===== config.mk =====
export PLATFORM = sky130hd
export DESIGN_NAME = floppy_unit_handshake_controller_top
export DESIGN_NICKNAME = d
export VERILOG_FILES = /design/src/sv/fuhc_pkg.sv /design/src/sv/floppy_unit_handshake_controller_top.sv
export SDC_FILE = /design/constraint.sdc
export NUM_CORES = 1
export LEC_CHECK = 0
export ABC_AREA = 1
export BUFFER_PORTS_ARGS = -buffer_cell sky130_fd_sc_hd__buf_2
export CORE_UTILIZATION = 45
export CTS_CLUSTER_DIAMETER = 40
export DETAILED_ROUTE_END_ITERATION = 6
export PLACE_DENSITY_LB_ADDON = 0.25
export SYNTH_ARGS = -nofsm -noshare
export SYNTH_HDL_FRONTEND = slang
export SYNTH_SLANG_ARGS = --single-unit

===== constraint.sdc =====
create_clock -name clk -period 3.4 [get_ports clk]
set_clock_uncertainty 0.05 [all_clocks]
set_input_delay 0.68 -clock clk [delete_from_list [all_inputs] [get_ports clk]]
set_output_delay 0.68 -clock clk [all_outputs]
set_load 0.02 [all_outputs]

===== src/sv/fuhc_pkg.sv =====
package fuhc_pkg;

  // Bus operation codes
  localparam logic OP_READ  = 1'b0;
  localparam logic OP_WRITE = 1'b1;

  // Port indexes
  localparam logic [1:0] PORT_DATA   = 2'd0;
  localparam logic [1:0] PORT_CMD    = 2'd1;
  localparam logic [1:0] PORT_STATUS = 2'd2;
  localparam logic [1:0] PORT_BITSEL = 2'd3;

  // Command bytes
  localparam logic [7:0] CMD_WAIT      = 8'hff;
  localparam logic [7:0] CMD_WRITE     = 8'h01;
  localparam logic [7:0] CMD_READ      = 8'h02;
  localparam logic [7:0] CMD_SEND      = 8'h03;
  localparam logic [7:0] CMD_RESULT    = 8'h06;
  localparam logic [7:0] CMD_STATUS    = 8'h07;

  // Return byte values
  localparam logic [7:0] RET_RESET     = 8'hff;
  localparam logic [7:0] RET_RESULT_OK = 8'h40;
  localparam logic [7:0] RET_STATUS_OR = 8'h0a;

  // Fixed upper bits of the status byte
  localparam logic [4:0] STATUS_HIGH   = 5'b11111;

  // Port 3 flag selectors
  localparam logic [2:0] SEL_ATN = 3'd7;
  localparam logic [2:0] SEL_DAC = 3'd6;
  localparam logic [2:0] SEL_RFD = 3'd5;
  localparam logic [2:0] SEL_DAV = 3'd4;

  // Sequencer steps
  typedef enum logic [2:0] {
    STEP_IDLE   = 3'd0,
    STEP_COUNT  = 3'd1,
    STEP_DRIVE  = 3'd2,
    STEP_TRACK  = 3'd3,
    STEP_SECTOR = 3'd4,
    STEP_PUT    = 3'd5,
    STEP_GET    = 3'd6
  } step_t;

endpackage


===== src/sv/floppy_unit_handshake_controller_top.sv =====
// Floppy unit handshake controller. Each accepted transfer is one bus access
// (read or write to ports 0..3) and yields exactly one result transfer in the
// following cycle: the read byte plus seek, put and get requests for the disk
// side. One access is taken every cycle while in_ready is high; the only
// limit is the single output register, so in_ready drops only while a result
// is held and out_ready is low. Port 2 reads run the ATN/DAC/RFD/DAV
// handshake, port 1 writes drive the command sequencer (block count, drive,
// track, sector), and port 0 reads in send mode consume the disk_byte that
// travels with the access. A block count of 0 means 65536 bytes.
module floppy_unit_handshake_controller_top (
  input  logic       clk,
  input  logic       rst,
  input  logic       in_valid,
  output logic       in_ready,
  input  logic       operation,
  input  logic [1:0] port,
  input  logic [7:0] wdata,
  input  logic [7:0] disk_byte,
  output logic       out_valid,
  input  logic       out_ready,
  output logic [7:0] rdata,
  output logic       seek_request,
  output logic [7:0] seek_drive,
  output logic [8:0] seek_track,
  output logic [7:0] seek_sector,
  output logic       put_request,
  output logic [7:0] put_byte,
  output logic       get_request
);

  // Controller state
  logic               atn_flag, dac_flag, rfd_flag, dav_flag;
  logic [7:0]         current_command;
  fuhc_pkg::step_t    sequence_step;
  logic [7:0]         drive_number, track_number, sector_number;
  logic [15:0]        bytes_remaining;
  logic [7:0]         return_byte, port1_latch, port3_latch;
  logic               status_dav, previous_dav;

  logic               atn_flag_next, dac_flag_next, rfd_flag_next, dav_flag_next;
  logic [7:0]         current_command_next;
  fuhc_pkg::step_t    sequence_step_next;
  logic [7:0]         drive_number_next, track_number_next, sector_number_next;
  logic [15:0]        bytes_remaining_next;
  logic [7:0]         return_byte_next, port1_latch_next, port3_latch_next;
  logic               status_dav_next, previous_dav_next;

  // Result values before the output register
  logic [7:0]         rd;
  logic               seek, put, get;
  logic [7:0]         pbyte;

  logic               accept;
  logic [15:0]        bytes_dec;
  logic [7:0]         status_byte;

  assign in_ready  = !out_valid || out_ready;
  assign accept    = in_valid && in_ready;
  assign bytes_dec = bytes_remaining - 16'd1;

  // Access decode and state update
  always_comb begin
    atn_flag_next        = atn_flag;
    dac_flag_next        = dac_flag;
    rfd_flag_next        = rfd_flag;
    dav_flag_next        = dav_flag;
    current_command_next = current_command;
    sequence_step_next   = sequence_step;
    drive_number_next    = drive_number;
    track_number_next    = track_number;
    sector_number_next   = sector_number;
    bytes_remaining_next = bytes_remaining;
    return_byte_next     = return_byte;
    port1_latch_next     = port1_latch;
    port3_latch_next     = port3_latch;
    status_dav_next      = status_dav;
    previous_dav_next    = previous_dav;
    rd    = 8'd0;
    seek  = 1'b0;
    put   = 1'b0;
    get   = 1'b0;
    pbyte = 8'd0;
    status_byte = 8'd0;

    if (operation == fuhc_pkg::OP_READ) begin
      case (port)
        fuhc_pkg::PORT_DATA: begin
          if (dav_flag) begin
            if (sequence_step == fuhc_pkg::STEP_GET) begin
              return_byte_next     = disk_byte;
              get                  = 1'b1;
              bytes_remaining_next = bytes_dec;
              if (bytes_dec == 16'd0) sequence_step_next = fuhc_pkg::STEP_IDLE;
            end
            dac_flag_next = 1'b1;
            rd            = return_byte_next;
          end else begin
            rd = 8'hff;
          end
        end
        fuhc_pkg::PORT_CMD: begin
          rd = port1_latch;
        end
        fuhc_pkg::PORT_STATUS: begin
          // handshake evaluation, first matching rule wins
          if ((previous_dav ^ dav_flag) || (rfd_flag && dav_flag)) begin
            dac_flag_next = dav_flag;
          end else if (atn_flag) begin
            rfd_flag_next        = 1'b1;
            current_command_next = fuhc_pkg::CMD_WAIT;
          end else if (dac_flag) begin
            dav_flag_next = 1'b0;
          end else if (rfd_flag) begin
            dav_flag_next = 1'b1;
          end
          previous_dav_next = status_dav;
          status_dav_next   = dav_flag_next;
          status_byte = {fuhc_pkg::STATUS_HIGH, dac_flag_next, rfd_flag_next, dav_flag_next};
          rd          = status_byte;
        end
        default: begin
          rd = port3_latch;
        end
      endcase
    end else begin
      case (port)
        fuhc_pkg::PORT_CMD: begin
          port1_latch_next = wdata;
          if (current_command == fuhc_pkg::CMD_WAIT) begin
            current_command_next = wdata;
            case (wdata) inside
              fuhc_pkg::CMD_WRITE, fuhc_pkg::CMD_READ:
                sequence_step_next = fuhc_pkg::STEP_COUNT;
              fuhc_pkg::CMD_SEND:
                sequence_step_next = fuhc_pkg::STEP_GET;
              fuhc_pkg::CMD_RESULT:
                return_byte_next = fuhc_pkg::RET_RESULT_OK;
              fuhc_pkg::CMD_STATUS:
                return_byte_next = return_byte | fuhc_pkg::RET_STATUS_OR;
              default: ;
            endcase
          end else if (current_command == fuhc_pkg::CMD_WRITE ||
                       current_command == fuhc_pkg::CMD_READ) begin
            case (sequence_step)
              fuhc_pkg::STEP_COUNT: begin
                bytes_remaining_next = {wdata, 8'd0};
                sequence_step_next   = fuhc_pkg::STEP_DRIVE;
              end
              fuhc_pkg::STEP_DRIVE: begin
                drive_number_next  = wdata;
                sequence_step_next = fuhc_pkg::STEP_TRACK;
              end
              fuhc_pkg::STEP_TRACK: begin
                track_number_next  = wdata;
                sequence_step_next = fuhc_pkg::STEP_SECTOR;
              end
              fuhc_pkg::STEP_SECTOR: begin
                sector_number_next = wdata;
                seek               = 1'b1;
                sequence_step_next = (current_command == fuhc_pkg::CMD_WRITE) ?
                                     fuhc_pkg::STEP_PUT : fuhc_pkg::STEP_IDLE;
              end
              fuhc_pkg::STEP_PUT: begin
                if (current_command == fuhc_pkg::CMD_WRITE) begin
                  put                  = 1'b1;
                  pbyte                = wdata;
                  bytes_remaining_next = bytes_dec;
                  if (bytes_dec == 16'd0) sequence_step_next = fuhc_pkg::STEP_IDLE;
                end
              end
              default: ;
            endcase
          end
        end
        fuhc_pkg::PORT_STATUS: begin
          atn_flag_next   = wdata[7];
          dac_flag_next   = wdata[6];
          rfd_flag_next   = wdata[5];
          dav_flag_next   = wdata[4];
          status_dav_next = wdata[4];
        end
        fuhc_pkg::PORT_BITSEL: begin
          port3_latch_next = wdata;
          if (!wdata[7]) begin
            case (wdata[3:1])
              fuhc_pkg::SEL_ATN: atn_flag_next = wdata[0];
              fuhc_pkg::SEL_DAC: dac_flag_next = wdata[0];
              fuhc_pkg::SEL_RFD: rfd_flag_next = wdata[0];
              fuhc_pkg::SEL_DAV: dav_flag_next = wdata[0];
              default: ;
            endcase
            status_dav_next = dav_flag_next;
          end
        end
        default: ;
      endcase
    end
  end

  // State registers
  always_ff @(posedge clk) begin
    if (rst) begin
      atn_flag        <= 1'b0;
      dac_flag        <= 1'b0;
      rfd_flag        <= 1'b0;
      dav_flag        <= 1'b0;
      current_command <= fuhc_pkg::CMD_WAIT;
      sequence_step   <= fuhc_pkg::STEP_IDLE;
      drive_number    <= 8'd0;
      track_number    <= 8'd0;
      sector_number   <= 8'd0;
      bytes_remaining <= 16'd0;
      return_byte     <= fuhc_pkg::RET_RESET;
      port1_latch     <= 8'd0;
      port3_latch     <= 8'd0;
      status_dav      <= 1'b0;
      previous_dav    <= 1'b0;
    end else if (accept) begin
      atn_flag        <= atn_flag_next;
      dac_flag        <= dac_flag_next;
      rfd_flag        <= rfd_flag_next;
      dav_flag        <= dav_flag_next;
      current_command <= current_command_next;
      sequence_step   <= sequence_step_next;
      drive_number    <= drive_number_next;
      track_number    <= track_number_next;
      sector_number   <= sector_number_next;
      bytes_remaining <= bytes_remaining_next;
      return_byte     <= return_byte_next;
      port1_latch     <= port1_latch_next;
      port3_latch     <= port3_latch_next;
      status_dav      <= status_dav_next;
      previous_dav    <= previous_dav_next;
    end
  end

  // Output valid
  always_ff @(posedge clk) begin
    if (rst) begin
      out_valid <= 1'b0;
    end else if (in_ready) begin
      out_valid <= in_valid;
    end
  end

  // Result register
  always_ff @(posedge clk) begin
    if (accept) begin
      rdata        <= rd;
      seek_request <= seek;
      seek_drive   <= (seek || put || get) ? drive_number_next : 8'd0;
      seek_track   <= seek ? {track_number_next, 1'b0} : 9'd0;
      seek_sector  <= seek ? sector_number_next : 8'd0;
      put_request  <= put;
      put_byte     <= pbyte;
      get_request  <= get;
    end
  end

endmodule

== Yosys cells after proc, flatten, opt, wreduce, memory -nomap -nowiden ==
Index checks and enable logic that the tools add are counted.
Word-level totals
  flip-flop bits (word level): 125
  bits in latches: 0
  bits in writable memories: 0
  ROM bits: 0
  input bits: 23
  output and inout bits: 46
  word-level logic and storage cells: 203
  memories kept: 0
Operators by class
  add/subtract/negate cells: 1
  $mul: 0
  divide/modulo/power cells: 0
  $lt $le $gt $ge: 0
  eq/ne operators: 44
  shift operators: 0
  multiplexer cells: 96
  bitwise logic cells: 6
  reductions and logical operators: 31
Operators by type and width (count)
  2-to-1 mux 8 bit: 31
  2-to-1 mux 16 bit: 8
  2-to-1 mux 1 bit: 36
  2-to-1 mux 3 bit: 12
  case mux 16 bit (2 select lines): 1
  == test 8 x 2 -> 1 bit (second input constant): 3
  case mux 8 bit (3 select lines): 1
  == test 3 bit (second input constant): 7
  AND reduction 9 bit: 2
  == test 8 x 1 -> 1 bit (second input constant): 2
  == test 8 x 3 -> 1 bit (second input constant): 2
  logical NOT 16 bit: 1
  AND reduction 8 bit: 2
  subtractor 16 x 1 -> 16 bit (second input constant): 1
  case mux 3 bit (5 select lines): 1
  AND reduction 5 bit: 3
  != test 3 x 1 -> 1 bit (second input constant): 4
  AND reduction 6 bit: 2
  nonzero test 2 bit: 6
  != test 2 x 1 -> 1 bit (second input constant): 5
  != test 2 bit (second input constant): 5
  case mux 1 bit (2 select lines): 5
  != test 3 bit (second input constant): 3
  AND reduction 3 bit: 3
  19 further kinds: 32

== Logic depth before layout (Yosys ltp) ==
  word-level depth: 9
  mapped depth: 18

== Least setup slack after synthesis ==
No wires, ideal clock.
  path kind: input to register
  start point: input port out_ready
  end point: register get_request, enable pin
  arrival time: 2556 ps
  required time: 2926 ps
  path slack: 370 ps
  stages on the path: 5
  path buffers: 1
  cells stage by stage: inv_1 -> nand2_1 -> nand2_2 -> clkinv_1 -> clkbuf_1
Between the ends
  word-level cells in the longest chain between the ends: 2
Ends and longest elaborated chain
  start, declared: line floppy_unit_handshake_controller_top.sv:20  | input logic out_ready,
  logical OR 1 bit: line floppy_unit_handshake_controller_top.sv:57  | assign in_ready = !out_valid || out_ready;
  via in_ready: line floppy_unit_handshake_controller_top.sv:14  | output logic in_ready,
  logical AND 1 bit: line floppy_unit_handshake_controller_top.sv:58  | assign accept = in_valid && in_ready;
  via accept: line floppy_unit_handshake_controller_top.sv:53  | logic accept;
  end signal, assigned: line floppy_unit_handshake_controller_top.sv:256  | get_request <= get;
  end, declared: line floppy_unit_handshake_controller_top.sv:28  | output logic get_request
The timed path passes the listed nets, and every way through them passes these cells.
A chain may end at the register's enable or synchronous reset.

== Worst setup path in the final report ==
  start point: register sequence_step[1]
  end point: register bytes_remaining[10]
Between the ends
  word-level cells in the longest chain between the ends: 6
  elaborated cells on any way between the ends: 12
Ends and longest elaborated chain
  start, declared: line floppy_unit_handshake_controller_top.sv:34  | fuhc_pkg::step_t sequence_step;
  start signal, assigned: line floppy_unit_handshake_controller_top.sv:208  | sequence_step <= fuhc_pkg::STEP_IDLE;
  start signal, assigned: line floppy_unit_handshake_controller_top.sv:224  | sequence_step <= sequence_step_next;
  == test 3 bit or == test 3 x 1 -> 1 bit (tied branches): line floppy_unit_handshake_controller_top.sv:144  | case (sequence_step)
  case mux 16 bit (2 select lines): line floppy_unit_handshake_controller_top.sv:144
  2-to-1 mux 16 bit: line floppy_unit_handshake_controller_top.sv:142  | end else if (current_command == fuhc_pkg::CMD_WRITE ||
  2-to-1 mux 16 bit: line floppy_unit_handshake_controller_top.sv:129  | if (current_command == fuhc_pkg::CMD_WAIT) begin
  2-to-1 mux 16 bit: line floppy_unit_handshake_controller_top.sv:126  | case (port)
  2-to-1 mux 16 bit: line floppy_unit_handshake_controller_top.sv:85  | if (operation == fuhc_pkg::OP_READ) begin
  end signal, assigned: line floppy_unit_handshake_controller_top.sv:228  | bytes_remaining <= bytes_remaining_next;
  end, declared: line floppy_unit_handshake_controller_top.sv:36  | logic [15:0] bytes_remaining;
Parallel ways exist; a longest one is shown, timed or not. The select of a mux whose other input is x is not followed.

==> results_dict.tcl <==
set metrics [dict create \
    numCtsBuffers 17 \
    dieArea_sq_um 13100 \
    drv_cap 0 \
    ir_drop_mv 0.337 \
    drc 0 \
    finalWeightedCongestion 0.947 \
    synth_area_sq_um 5710 \
    wl_met1_um 6250 \
    fin_ws_ps 983 \
    leakage_nw 2.90 \
    synth_seq_cells 116 \
    place_area_sq_um 6160 \
    area_growth_pct 17.7 \
    worstPathArrival_ps 2650 \
    dp_slack_ps 663 \
    clock_latency_ps 420 \
    die_h_um 115 \
    final_antenna_net_count 0 \
    totalWireLength_um 13700 \
    syn_avg_cell_area_sq_um 7.96 \
    gr-usage-all-layers_pct 22.2 \
    grt_pass1_vias 4569 \
    fillers 1122 \
    syn_inst 717 \
    postCtsResizedCells 0 \
    nets 805 \
    die_w_um 115 \
    critPathRequiredTime_ps 3630 \
    hold-worst-slack_ps 410 \
    core_sq_um 12200 \
    regArea_sq_um 2750 \
    vias 5162 \
    wl_met3_um 1070 \
    antenna_found_initial 0 \
    grt_pass1_wl_um 22400 \
    antenna_cells 0 \
    crit_type "reg -> reg" \
    worstSetupStartpointType "flop" \
    setup_viol 0 \
    synth_edf_count 43 \
    multi_input_area_sq_um 2560 \
    dp_cells 928 \
    topRoutingLayerUsed "met4" \
    path_clk_slew_ps 50 \
    portBuffers 67 \
    vias_per_cell 5.38 \
    final-max-slew-violation-count 0 \
    overflow 0 \
    clock_path_buffers 2 \
    synth_cell_types 46 \
    rsz0062_at_grt "no" \
    cts_root_buffer "clkbuf_16" \
    min_path_type "reg -> reg" \
    p_total_mw 3.57 \
    finalCritPeriodShare_pct 71.1 \
    synth_ff_type "dfxtp_1" \
    dr.pass1.iters 5 \
    hold_viol_final 0 \
    final_cells 960 \
    rows 40 \
    grt_max_degree 76 \
    clock_sinks 116 \
    synth_nets 743 \
    setup_tns_ps 0 \
    outcome "finished, final reports clean" \
    first_iter_violations 568 \
    final_util_pct 55.0 \
    async_reset_ff_share_pct 0 \
    htreeDepth 4 \
    fin_area_sq_um 6720 \
    dr_wl_met2_um 6140 \
    yosysWarnings 0 \
    post-cts-setup-buffers 0 \
    power_per_cell_area_nw_per_um2 531 \
    dp_hpwl_um 9470 \
    start_util_pct 46.8 \
    layout_min_cycle_time_ps 2420 \
    tightest_slew_ps 780 \
    cts_tree "built" \
    synth_seq_area_share_pct 48.2 \
    pin_count 69 \
    crit_fanout 15 \
    slew_headroom_pct 48.0 \
    holdBufCountCts 0 \
    end_kind "flop" \
    routedWlPerCell_um 14.3 \
    fmax_mhz 414 \
    drive_above_1_share_pct 19.7 \
]
## layout by cell type, fill, tap and decap left out, drive strengths merged, types with 10 or more instances in the layout
master,instances
nand3,20
nor3,11
nand2,148
a22oi,10
dfxtp,73
clkbuf,23
a21oi,62
nor2,109
o21ai,83
inv,67
buf,73
edfxtp,43
## path summary, 6_finish.rpt
path / start / end / slack [ps] / cells after the start
worst min-delay path: return_byte[1]$_SDFFE_PP1P_ / return_byte[1]$_SDFFE_PP1P_ / 410 / 2
worst max-delay path: sequence_step[1]$_SDFFE_PP0P_ / bytes_remaining[10]$_SDFFE_PP0P_ / 980 / 9
worst max register to register: sequence_step[1]$_SDFFE_PP0P_ / bytes_remaining[10]$_SDFFE_PP0P_ / 980 / 9
worst min register to register: return_byte[1]$_SDFFE_PP1P_ / return_byte[1]$_SDFFE_PP1P_ / 410 / 2
## layout make-up
class	instances	area share, %
clock inverters	9	1.19
well taps	168	3.13
repair buffers	73	5.66
clock buffers	23	7.11
multi-input cells	502	38.1
flip-flops and latches	116	41.0
inverters	69	3.86
## critical path, stage by stage, from the launching register on
cell      delay, ps
dfxtp_1         460
nand3_1         450
nor2_1          220
nor2_1           70
nor2_2          190
nand2_2         250
inv_2           250
o21ai_0         110
a21oi_1         170
a211oi_2         50
## cell families after synthesis
logic type,count (synthesis),share of synthesized area [%]
AO/OA/AOI/OAI,189,18.9
XOR/XNOR,3,0.460
adder cells (fa/ha/maj),3,0.658
buffers and inverters,99,6.99
flip-flops,116,48.2
multiplexers,7,1.38
other,1,0.0657
AND/OR/NAND/NOR,299,23.3
## where the power goes
| part | internal [mW] | switching (mW) |
|---|---|---|
| combinational | 0.114 | 0.261 |
| sequential | 1.50 | 0.0276 |
| clock | 1.05 | 0.609 |
## routing by layer
layer  global-route usage [%]  up-vias
met5                        0        -
met4                     8.83        0
met3                     5.82       26
met2                     34.4      202
met1                     29.6     2382
li1                         -     2552
## state kept, by name, indices dropped and copies added, names as in the netlist, 3 cells and up
signal	count
put_byte	8
current_command	8
return_byte	8
seek_sector	8
track_number	8
bytes_remaining	16
rdata	8
drive_number	8
sequence_step	3
seek_track	8
port3_latch	8
seek_drive	8
port1_latch	8
## cells in the mapped netlist, drive strengths merged, types with 2 or more instances
cell type	count	area share [%]
nand3b	2	0.26
ha	3	0.66
clkbuf	19	1.2
o22ai	8	0.88
o21ai	83	7.8
a31oi	9	0.99
nor2	109	7.8
nor4	4	0.96
clkinv	3	0.20
xor2	2	0.31
edfxtp	43	23
nand2	148	10
a211oi	9	1.3
o211ai	2	0.26
inv	66	4.3
buf	11	1.2
a22oi	10	1.3
nand3	20	2.0
o311ai	2	0.31
dfxtp	73	26
nand4	3	0.33
a21oi	62	5.4
nor3	11	1.5
mux2	7	1.4
Note: power is estimated with default switching activity, not from simulation.
